[src/sv/cpfd_pkg.sv]
package cpfd_pkg;

  localparam int unsigned PC_W      = 3;
  localparam int unsigned ERR_W     = 18;
  localparam int unsigned GAP_W     = 11;
  localparam int unsigned EG_W      = ERR_W + GAP_W;
  localparam int unsigned ACC_W     = 40;
  localparam int unsigned INT_W     = ACC_W + 2;
  localparam int unsigned OPND_W    = 33;
  localparam int unsigned PROD_W    = 2 * OPND_W;
  localparam int unsigned PG_W      = 34;
  localparam int unsigned PI_W      = 55;
  localparam int unsigned DUTY_W    = 8;
  localparam int unsigned FRAC_W    = 12;
  localparam int unsigned DF_W      = DUTY_W + FRAC_W;
  localparam int unsigned ILO_SHIFT = 20;

  localparam logic [31:0]        GAP_MAX     = 32'd1000;
  localparam logic [GAP_W-1:0]   GAP_DEFAULT = 11'd100;
  localparam logic signed [15:0] WATER_LO    = 16'sd16;
  localparam logic signed [15:0] WATER_HI    = 16'sd1600;

  localparam logic signed [11:0] RST_TARGET    = 12'sd480;
  localparam logic [15:0]        RST_PGAIN     = 16'd1024;
  localparam logic [31:0]        RST_IGAIN     = 32'd65536;
  localparam logic [39:0]        RST_ILIMIT    = 40'd16000000;
  localparam logic [7:0]         RST_FLOOR     = 8'd60;
  localparam logic [7:0]         RST_CEILING   = 8'd255;
  localparam logic [15:0]        RST_PSU_RATIO = 16'd4096;
  localparam logic [15:0]        RST_AUX_RATIO = 16'd4096;

  typedef enum logic [2:0] {
    OP_NONE,
    OP_PREP,
    OP_INTEG,
    OP_PI_P,
    OP_PI_LO,
    OP_PI_HI,
    OP_MAIN,
    OP_FINISH
  } op_e;

  typedef enum logic [2:0] {
    A_ERR,
    A_PGAIN,
    A_IGAIN,
    A_PSU,
    A_AUX
  } asel_e;

  typedef enum logic [2:0] {
    B_GAP,
    B_ERR,
    B_LO,
    B_HI,
    B_LED
  } bsel_e;

  typedef enum logic [1:0] {
    COND_NEVER,
    COND_NO_INPUT,
    COND_OUT_BUSY
  } cond_e;

  typedef enum logic [2:0] {
    REG_TARGET,
    REG_PGAIN,
    REG_IGAIN,
    REG_ILIMIT,
    REG_FLOOR,
    REG_CEILING,
    REG_PSU_RATIO,
    REG_AUX_RATIO
  } reg_e;

  typedef struct packed {
    op_e             op;
    asel_e           a_sel;
    bsel_e           b_sel;
    cond_e           cond;
    logic [PC_W-1:0] target;
  } ctrl_t;

  typedef struct packed {
    logic signed [11:0] target;
    logic [15:0]        prop_gain;
    logic [31:0]        integ_gain;
    logic [39:0]        integral_limit;
    logic [7:0]         duty_floor;
    logic [7:0]         duty_ceiling;
    logic [15:0]        psu_ratio;
    logic [15:0]        aux_ratio;
  } cfg_t;

  typedef struct packed {
    logic [DUTY_W-1:0] main_duty;
    logic [DUTY_W-1:0] psu_duty;
    logic [DUTY_W-1:0] aux_duty;
    logic [DUTY_W-1:0] pump_duty;
    logic              water_valid;
  } res_t;

  // Microprogram: one control word per step. A step branches to its target
  // while its condition holds, otherwise it moves on to the next step.
  function automatic ctrl_t ucode(logic [PC_W-1:0] pc);
    ctrl_t c;
    c = '{op: OP_NONE, a_sel: A_ERR, b_sel: B_GAP, cond: COND_NEVER, target: '0};
    unique case (pc)
      3'd0: c = '{op: OP_PREP,   a_sel: A_ERR,   b_sel: B_GAP, cond: COND_NO_INPUT,
                  target: 3'd0};
      3'd1: c = '{op: OP_NONE,   a_sel: A_ERR,   b_sel: B_GAP, cond: COND_NEVER,
                  target: 3'd0};
      3'd2: c = '{op: OP_INTEG,  a_sel: A_PGAIN, b_sel: B_ERR, cond: COND_NEVER,
                  target: 3'd0};
      3'd3: c = '{op: OP_PI_P,   a_sel: A_IGAIN, b_sel: B_LO,  cond: COND_NEVER,
                  target: 3'd0};
      3'd4: c = '{op: OP_PI_LO,  a_sel: A_IGAIN, b_sel: B_HI,  cond: COND_NEVER,
                  target: 3'd0};
      3'd5: c = '{op: OP_PI_HI,  a_sel: A_PSU,   b_sel: B_LED, cond: COND_NEVER,
                  target: 3'd0};
      3'd6: c = '{op: OP_MAIN,   a_sel: A_AUX,   b_sel: B_LED, cond: COND_NEVER,
                  target: 3'd0};
      3'd7: c = '{op: OP_FINISH, a_sel: A_AUX,   b_sel: B_LED, cond: COND_OUT_BUSY,
                  target: 3'd7};
    endcase
    return c;
  endfunction

endpackage

[src/sv/cpfd_datapath.sv]
module cpfd_datapath #(
  parameter int unsigned AUX_FLOOR   = 80,
  parameter int unsigned AUX_CEILING = 255,
  parameter int unsigned PUMP_FULL   = 255,
  parameter int unsigned PUMP_IDLE   = 64
) (
  input  logic               clk_i,
  input  logic               rst_ni,
  input  cpfd_pkg::ctrl_t    ctrl_i,
  input  logic               in_xfer_i,
  input  cpfd_pkg::cfg_t     cfg_i,
  input  logic [31:0]        now_ms_i,
  input  logic signed [15:0] water_temp_i,
  input  logic [15:0]        led_duty_i,
  output cpfd_pkg::res_t     res_o
);
  import cpfd_pkg::*;

  logic [31:0]              last_time_q;
  logic [ACC_W-1:0]         acc_q, acc_d;
  logic signed [ERR_W-1:0]  err_q, err_d;
  logic [GAP_W-1:0]         gap_q, gap_d;
  logic [15:0]              led_q;
  logic                     wvalid_q, wvalid_d;
  logic signed [PROD_W-1:0] p_q;
  logic signed [PI_W-1:0]   pi_q;
  logic [DUTY_W-1:0]        main_q, main_d;
  logic [DUTY_W-1:0]        auxfb_q, auxfb_d;
  logic [DUTY_W-1:0]        psu_q;

  logic [31:0]              gap_raw;
  logic signed [OPND_W-1:0] opa, opb;
  logic                     integ_en;
  logic signed [INT_W-1:0]  integ_sum, integ_lim;
  logic signed [PI_W:0]     main_sum, main_cap, aux_sum, aux_cap;
  logic [DF_W-1:0]          main_clamp;
  logic                     led_on;
  logic [DUTY_W-1:0]        aux_led, main_out;

  function automatic logic [DUTY_W-1:0] led_scale(logic [31:0] t);
    logic [39:0] s;
    s = {t, 8'b0} - {8'b0, t};
    return (s[39:28] > 12'd255) ? '1 : s[35:28];
  endfunction

  always_comb begin
    err_d    = $signed({{2{water_temp_i[15]}}, water_temp_i})
             - $signed({{6{cfg_i.target[11]}}, cfg_i.target});
    gap_raw  = now_ms_i - last_time_q;
    gap_d    = (gap_raw == 32'd0 || gap_raw > GAP_MAX) ? GAP_DEFAULT
                                                       : gap_raw[GAP_W-1:0];
    wvalid_d = (water_temp_i > WATER_LO) && (water_temp_i < WATER_HI);
  end

  always_comb begin
    case (ctrl_i.a_sel)
      A_ERR:   opa = OPND_W'(err_q);
      A_PGAIN: opa = $signed(OPND_W'(cfg_i.prop_gain));
      A_IGAIN: opa = $signed(OPND_W'(cfg_i.integ_gain));
      A_PSU:   opa = $signed(OPND_W'(cfg_i.psu_ratio));
      A_AUX:   opa = $signed(OPND_W'(cfg_i.aux_ratio));
      default: opa = '0;
    endcase
    case (ctrl_i.b_sel)
      B_GAP:   opb = $signed(OPND_W'(gap_q));
      B_ERR:   opb = OPND_W'(err_q);
      B_LO:    opb = $signed(OPND_W'(acc_q[31:0]));
      B_HI:    opb = $signed(OPND_W'(acc_q[ACC_W-1:32]));
      B_LED:   opb = $signed(OPND_W'(led_q));
      default: opb = '0;
    endcase
  end

  always_comb begin
    integ_en  = (err_q > 0) || (acc_q != '0);
    integ_sum = $signed({2'b00, acc_q})
              + (integ_en ? INT_W'($signed(p_q[EG_W-1:0])) : '0);
    integ_lim = $signed({2'b00, cfg_i.integral_limit});
    if (integ_sum > integ_lim) begin
      acc_d = cfg_i.integral_limit;
    end else if (integ_sum < 0) begin
      acc_d = '0;
    end else begin
      acc_d = integ_sum[ACC_W-1:0];
    end
  end

  always_comb begin
    main_sum = (PI_W+1)'(pi_q) + $signed((PI_W+1)'({cfg_i.duty_floor, FRAC_W'(0)}));
    main_cap = $signed((PI_W+1)'({cfg_i.duty_ceiling, FRAC_W'(0)}));
    if (!integ_en) begin
      main_clamp = '0;
    end else if (main_sum > main_cap) begin
      main_clamp = main_cap[DF_W-1:0];
    end else if (main_sum < 0) begin
      main_clamp = '0;
    end else begin
      main_clamp = main_sum[DF_W-1:0];
    end
    main_d = main_clamp[DF_W-1:FRAC_W];

    aux_sum = $signed((PI_W+1)'({DUTY_W'(AUX_FLOOR), FRAC_W'(0)}))
            + ((pi_q > 0) ? (PI_W+1)'(pi_q) : '0);
    aux_cap = $signed((PI_W+1)'({DUTY_W'(AUX_CEILING), FRAC_W'(0)}));
    if (aux_sum > aux_cap) begin
      auxfb_d = DUTY_W'(AUX_CEILING);
    end else begin
      auxfb_d = aux_sum[DF_W-1:FRAC_W];
    end
  end

  always_ff @(posedge clk_i or negedge rst_ni) begin
    if (!rst_ni) begin
      last_time_q <= '0;
      acc_q       <= '0;
    end else begin
      if (ctrl_i.op == OP_PREP && in_xfer_i) begin
        last_time_q <= now_ms_i;
      end
      if (ctrl_i.op == OP_INTEG) begin
        acc_q <= acc_d;
      end
    end
  end

  always_ff @(posedge clk_i) begin
    p_q <= opa * opb;
    case (ctrl_i.op)
      OP_PREP: begin
        if (in_xfer_i) begin
          err_q    <= err_d;
          gap_q    <= gap_d;
          led_q    <= led_duty_i;
          wvalid_q <= wvalid_d;
        end
      end
      OP_PI_P:  pi_q <= PI_W'($signed(p_q[PG_W-1:0]));
      OP_PI_LO: pi_q <= pi_q + PI_W'(p_q[63:ILO_SHIFT]);
      OP_PI_HI: pi_q <= pi_q + PI_W'({p_q[39:0], FRAC_W'(0)});
      OP_MAIN: begin
        main_q  <= main_d;
        auxfb_q <= auxfb_d;
        psu_q   <= led_scale(p_q[31:0]);
      end
      default: ;
    endcase
  end

  always_comb begin
    led_on            = led_q != '0;
    aux_led           = led_scale(p_q[31:0]);
    main_out          = wvalid_q ? main_q : '0;
    res_o.main_duty   = main_out;
    res_o.psu_duty    = led_on ? psu_q : main_out;
    res_o.aux_duty    = led_on ? aux_led : auxfb_q;
    res_o.pump_duty   = led_on ? DUTY_W'(PUMP_FULL) : DUTY_W'(PUMP_IDLE);
    res_o.water_valid = wvalid_q;
  end

endmodule

[config.mk]
export PLATFORM = sky130hd
export DESIGN_NAME = cpfd_datapath
export DESIGN_NICKNAME = d
export VERILOG_FILES = /design/src/sv/cpfd_pkg.sv /design/src/sv/cpfd_datapath.sv
export SDC_FILE = /design/constraint.sdc
export NUM_CORES = 2
export LEC_CHECK = 0
export BUFFER_PORTS_ARGS = -buffer_cell sky130_fd_sc_hd__buf_2
export CORE_AREA = 2 2 500 502
export CTS_CLUSTER_DIAMETER = 30
export DETAILED_ROUTE_END_ITERATION = 7
export DIE_AREA = 0 0 502 504
export SYNTH_ARGS = -nofsm -noshare
export SYNTH_HDL_FRONTEND = slang
export SYNTH_SLANG_ARGS = --single-unit
[constraint.sdc]
create_clock -name clk_i -period 10 [get_ports clk_i]
set_clock_uncertainty 0.2 [all_clocks]
set_input_delay 0.5 -clock clk_i [delete_from_list [all_inputs] [get_ports clk_i]]
set_output_delay 0.5 -clock clk_i [all_outputs]
set_load 0.05 [all_outputs]
Word-level counts from Yosys, hierarchy flattened
Cells that the tools add are included.
- register bits after elaboration: 260
- input port bits: 229
- output and inout port bits: 33
- logic and storage cells: 70
- $add $sub $neg: 8
- multiply operators: 1
- magnitude comparators: 11
- eq/ne operators: 14
- multiplexer cells: 14
- reduce and logical (&&, ||, !) cells: 11
- operators by type and width (cell ; number):
    33-bit one-hot mux with 5 select lines ; 2
    55-bit one-hot mux with 3 select lines ; 1
    40-bit two-way mux ; 2
    33-bit by 33-bit multiplier with 64-bit output ; 1
    19-bit by 56-bit adder with 56-bit output (first input constant) ; 1
    55-bit by 21-bit adder with 56-bit output ; 1
    56-bit by 21-bit > comparator with 1-bit output ; 1
    56-bit by 21-bit > comparator with 1-bit output (second input constant) ; 1
    56-bit by 1-bit less-than comparator with 1-bit output (second input constant) ; 1
    56-bit two-way mux ; 1
    55-bit by 44-bit adder with 55-bit output ; 1
    55-bit by 52-bit adder with 55-bit output ; 1
    55-bit by 1-bit > comparator with 1-bit output (second input constant) ; 1
    40-bit by 42-bit adder with 42-bit output ; 1
    42-bit by 41-bit > comparator with 1-bit output ; 1
    42-bit by 1-bit less-than comparator with 1-bit output (second input constant) ; 1
    42-bit two-way mux ; 1
    20-bit two-way mux ; 2
    8-bit two-way mux ; 5
    40-bit nonzero test ; 1
    40-bit by 32-bit subtractor with 40-bit output ; 1
    32-bit by 10-bit > comparator with 1-bit output (second input constant) ; 1
    32-bit logical NOT ; 1
    32-bit subtractor ; 1
    14 further kinds ; 28

Logic depth before layout (Yosys ltp)
- depth in word-level cells: 7
- depth in mapped cells: 37
- gate-level depth less buffers: 33

Worst setup path before layout
OpenSTA, ideal clock, no wires.
- path kind: in2reg
- start: input ctrl_i[6] (netlist name)
- end: register p_q[56]
- setup time: 0.072 ns
- arrival: 9.422 ns
- data required time: 9.728 ns
- setup slack: 0.306 ns
- stages on the path: 32
- buffers on the path: 3
- cell sequence: clkbuf_1 > buf_1 > mux2i_1 > o22a_1 > o22ai_1 > clkbuf_1 > nand2_1 > fa_1 > inv_1 > fa_1 > fa_1 > inv_1 > fa_1 > inv_1 > fa_1 > fa_1 > fa_1 > inv_1 > fa_1 > inv_1 > ha_1 > a21o_1 > a21o_1 > a21o_1 > a211oi_1 > and2_1 > o2111ai_1 > a41oi_1 > o21ai_1 > a21o_1 > a21oi_1 > xnor2_1
- cells in the longest elaborated chain, start to end: 3
- elaborated cells on any way between the ends: 7
- those cells by class: mul: 1; eq/ne: 4; mux: 1; reduce/logical: 1
- ends and longest elaborated chain (what ; RTL line ; text):
    start: declaration ; cpfd_datapath.sv:9 ; input cpfd_pkg::ctrl_t ctrl_i,
    3-bit == test (tied with other cells) ; cpfd_datapath.sv:64 ; case (ctrl_i.b_sel)
    33-bit one-hot mux with 5 select lines * ; cpfd_datapath.sv:64 ;
    33-bit by 33-bit multiplier with 64-bit output * ; cpfd_datapath.sv:127 ; p_q <= opa * opb;
    end signal: assignment ; cpfd_datapath.sv:127 ;
    end: declaration ; cpfd_datapath.sv:25 ; logic signed [PROD_W-1:0] p_q;
Every way passes the cells marked *; elsewhere a longest branch is shown, timed or not.
A chain may end at the register's enable or synchronous reset.

Worst setup path after layout
- start: register err_q[16]
- end: register p_q[61]
- cells in the longest elaborated chain, start to end: 2
- elaborated cells on any way between the ends: 3
- those cells by class: mul: 1; mux: 2
- ends and longest elaborated chain (what ; RTL line ; text):
    start: declaration ; cpfd_datapath.sv:21 ; logic signed [ERR_W-1:0] err_q, err_d;
    start signal: assignment ; cpfd_datapath.sv:131 ; err_q <= err_d;
    33-bit one-hot mux with 5 select lines (on tied branches) ; cpfd_datapath.sv:56, cpfd_datapath.sv:64 ;
    33-bit by 33-bit multiplier with 64-bit output * ; cpfd_datapath.sv:127 ;
Marks and branches as above.

==> insert_results.sql <==
INSERT INTO impl_metrics (metric_group, metric, value, unit) VALUES
('yosys', 'syn-num-nets', '9001', ''),
('drt', 'wirelength_met1', '100000', 'um'),
('drt', 'highest_layer', 'met5', ''),
('die', 'placement_rows', '183', ''),
('yosys', 'synth_edf_count', '124', ''),
('placement', 'dpl_cell_area', '0.0686', 'mm^2'),
('run', 'drv_cap', '0', ''),
('drt', 'drtAntennaViolNets', '0', ''),
('drt', 'number_of_remaining_drc_errors', '5', ''),
('setup_path', 'crit-reg2reg-launch', 'err_q[16]$_DFFE_PP_', ''),
('finish', 'nFillCells', '26100', ''),
('global_routing', 'number_of_antenna_violations_at_the_first_check_in_global_routing', '22', ''),
('power', 'max-vdd-ir-drop', '0.000199', 'V'),
('setup_path', 'crit_arrival', '9920', 'ps'),
('clocking', 'number_of_buffers_added_to_fix_hold_violations_after_cts', '93', ''),
('die', 'die_y', '504', 'um'),
('setup_path', 'timing.critical_path.slowest_stage_cell', 'sky130_fd_sc_hd__edfxtp_1', ''),
('setup_path', 'crit-reg2reg-capture', 'p_q[61]$_DFF_P_', ''),
('timing', 'worst_slew_margin_rel', '28.6', '%'),
('finish', 'design_area', '0.0722', 'mm^2'),
('clocking', 'clock_tree.buffer_depth', '3', ''),
('clocking', 'post_cts.repair.setup_buffers', '0', ''),
('drt', 'routed_wl', '233000', 'um'),
('placement', 'dpl.hpwl', '195000', 'um'),
('die', 'die_width', '502', 'um'),
('timing', 'timing_worst_slew_pin_value', '1070', 'ps'),
('setup_path', 'critical-path-max-stage-delay', '610', 'ps'),
('finish', 'areaGrowthSynthToFinish', '17.2', '%'),
('placement', 'globalplace.congestion', '0.973', ''),
('global_routing', 'grt_pass1_wl', '351000', 'um'),
('setup_path', 'ff2ff_setup_slack', '420', 'ps'),
('yosys', 'syn-mean-instance-area', '8.59', 'um^2'),
('finish', 'drive_above_1_share', '10.0', '%'),
('clocking', 'depth_of_the_cts_h_tree', '3', ''),
('timing', 'max_freq', '0.104', 'GHz'),
('global_routing', 'grt_start_max_net_pins', '66', ''),
('power', 'leakagePower', '34.4', 'nW'),
('drt', 'detailroute.via_count', '54300', ''),
('drt', 'detailroute.wirelength.met3', '24300', 'um'),
('finish', 'final-seq-area', '0.00681', 'mm^2'),
('clocking', 'cts-root-buf', 'sky130_fd_sc_hd__clkbuf_16', ''),
('setup_path', 'critical_path_class', 'flop to flop', ''),
('setup_path', 'cp_max_fo', '25', ''),
('finish', 'finish.net_count', '9405', ''),
('timing', 'finalCritPeriodShare', '95.8', '%'),
('timing', 'setup_repair_after_global_routing_missed_its_margin', 'false', ''),
('timing', 'shortest_period_the_worst_path_allows', '9580', 'ps'),
('yosys', 'synth_warnings', '0', ''),
('setup_path', 'cp-startpoint', 'err_q[16]$_DFFE_PP_', ''),
('status', 'violations', 'design-rule violations', ''),
('die', 'ios', '262', ''),
('setup_path', 'critical_path_s_most_frequent_cell', 'sky130_fd_sc_hd__fa_1', ''),
('die', 'initial_core_util', '24.9', '%'),
('clocking', 'latest_clock_arrival_within_the_worst_skew_pair', '680', 'ps'),
('timing', 'hold_viol_final', '0', ''),
('status', 'status', 'complete, but fails checks', ''),
('yosys', 'ys_async_sr_fraction', '27.7', '%'),
('drt', 'detailedRoute.firstPassIterationCount', '8', ''),
('drt', 'vias_per_cell', '4.95', ''),
('worst_hold_path', 'hold-path-cell-count', '3', ''),
('global_routing', 'via_count_of_the_first_global_routing_pass', '56200', ''),
('clocking', 'cts_tree', 'built', ''),
('timing', 'final.setup.tns', '0', 'ps'),
('clocking', 'clk_transition_reported_paths', '50', 'ps'),
('worst_hold_path', 'worstHoldPathType', 'input port to flop', ''),
('power', 'power_density', '219', 'mW/mm^2'),
('drt', 'detail_route.iter0.violations', '4903', ''),
('yosys', 'mappedNetlistArea', '0.0616', 'mm^2'),
('die', 'floorplan.core_area', '0.248', 'mm^2'),
('setup_path', 'rr_worst_depth', '31', ''),
('setup_path', 'timing.critical_path.from_type', 'flop', '');
==> placed cells by master (no fill, tap or decap), drive strengths merged, types with 25 or more instances in the layout <==
master / synthesis / layout
o21a: 47 / 47
and3: 46 / 46
and2: 45 / 45
a21oi: 293 / 293
xor2: 81 / 81
o211ai: 32 / 32
a211oi: 44 / 44
ha: 466 / 466
xnor2: 164 / 164
buf: 58 / 540
clkbuf: 249 / 93
o21ai: 244 / 244
a221o: 47 / 47
nand2b: 30 / 30
edfxtp: 124 / 124
dlygate4sd3: 0 / 93
nor2b: 39 / 39
a31oi: 34 / 34
nand2: 1020 / 1020
dfrtp: 72 / 72
o21bai: 32 / 32
nor3: 75 / 75
nor4: 53 / 53
inv: 1373 / 1382
nand4: 53 / 53
mux2i: 61 / 61
fa: 1131 / 1131
o31ai: 29 / 29
a21o: 134 / 134
a221oi: 25 / 25
dfxtp: 64 / 64
nor2: 644 / 644
nand3: 80 / 80
==> worst max-delay path, delay by kind of cell (launching register included) <==
kind / cells / cell delay (ps)
adder cells (fa/ha/maj): 9 / 4520
buffers and inverters: 8 / 730
AND/OR/NAND/NOR: 3 / 580
flip-flops: 1 / 610
AO/OA/AOI/OAI: 11 / 2850
==> cell usage after synthesis (60+ instances only) <==
cell type	n	area share [%]
sky130_fd_sc_hd__dfxtp_1	64	2.1
sky130_fd_sc_hd__xor2_1	81	1.2
sky130_fd_sc_hd__ha_1	466	9.5
sky130_fd_sc_hd__dfrtp_1	72	2.9
sky130_fd_sc_hd__a21o_1	134	1.6
sky130_fd_sc_hd__nand2_1	1020	6.2
sky130_fd_sc_hd__edfxtp_1	124	6.0
sky130_fd_sc_hd__xnor2_1	164	2.3
sky130_fd_sc_hd__clkbuf_1	248	1.5
sky130_fd_sc_hd__a21oi_1	291	2.4
sky130_fd_sc_hd__nand3_1	78	0.63
sky130_fd_sc_hd__o21ai_0	226	1.8
sky130_fd_sc_hd__mux2i_1	60	0.97
sky130_fd_sc_hd__nor2_1	643	3.9
sky130_fd_sc_hd__fa_1	1131	37
sky130_fd_sc_hd__nor3_1	74	0.60
sky130_fd_sc_hd__inv_1	1372	8.4
==> worst min-delay path by stage <==
stage                    from                           to  slack (ps)
finish              cfg_i[32]      main_q[0]$_SDFFCE_PP0N_          40
floorplan              rst_ni         acc_q[0]$_DFFE_PN0N_           4
global route        cfg_i[32]      main_q[0]$_SDFFCE_PP0N_          70
detailed placement     rst_ni  last_time_q[25]$_DFFE_PN0P_         130
global placement       rst_ni  last_time_q[24]$_DFFE_PN0P_         130
CTS                 cfg_i[32]      main_q[0]$_SDFFCE_PP0N_          10
==> logic make-up (layout without fill, tap and decap cells) <==
family | Yosys count | after routing | share of synthesized area (%)
xor gates and xnor gates | 245 | 245 | 3.48
buffers and inverters | 1680 | 2148 | 10.4
muxes | 78 | 78 | 1.33
adders and majority gates | 1597 | 1597 | 46.2
DFF | 260 | 260 | 11.0
and+or+nand+nor | 2183 | 2183 | 15.4
AOI/OAI and AO/OA | 1130 | 1130 | 12.2
other | 2 | 5 | 0.0122
==> area by class of cell <==
type / count / share of cell area (%)
Multi-Input combinational cell: 5235 / 67.3
Sequential cell: 260 / 9.43
Inverter: 1373 / 7.14
Timing Repair Buffer: 633 / 6.73
Tap cell: 3330 / 5.77
Clock buffer: 93 / 2.88
Clock inverter: 49 / 0.768
Antenna cell: 3 / 0.0104
==> registers in the layout (all words and copies together), names as in the netlist, 11 cells and up <==
signal,flops
last_time_q,32
led_q,16
pi_q,55
gap_q,11
p_q,64
err_q,17
acc_q,40
==> through the flow <==
stage	std cells	total power, W	setup slack [ps]	hold WS, ps
after global routing	11000	0.0171	100	68.6
final	11000	0.0158	420	44.4
after floorplan	7175	0.00923	306	4.41
after global placement	10700	0.0129	180	126
after CTS	11000	0.0157	508	14.6
after detailed placement	10700	0.0131	50.2	132
==> where the power goes <==
part / total, W / switching (W) / internal [W]
registers: 0.00217 / 0.000689 / 0.00148
logic: 0.0112 / 0.00674 / 0.00446
clock network: 0.00246 / 0.000838 / 0.00162
==> per-layer routing <==
layer  global-route usage, %  up-vias
met5                       0        -
met4                    6.23       24
met3                    3.95      468
met2                    27.6     2728
met1                    25.4    27400
li1                        -    23700
(Power assumes the default switching activity.)
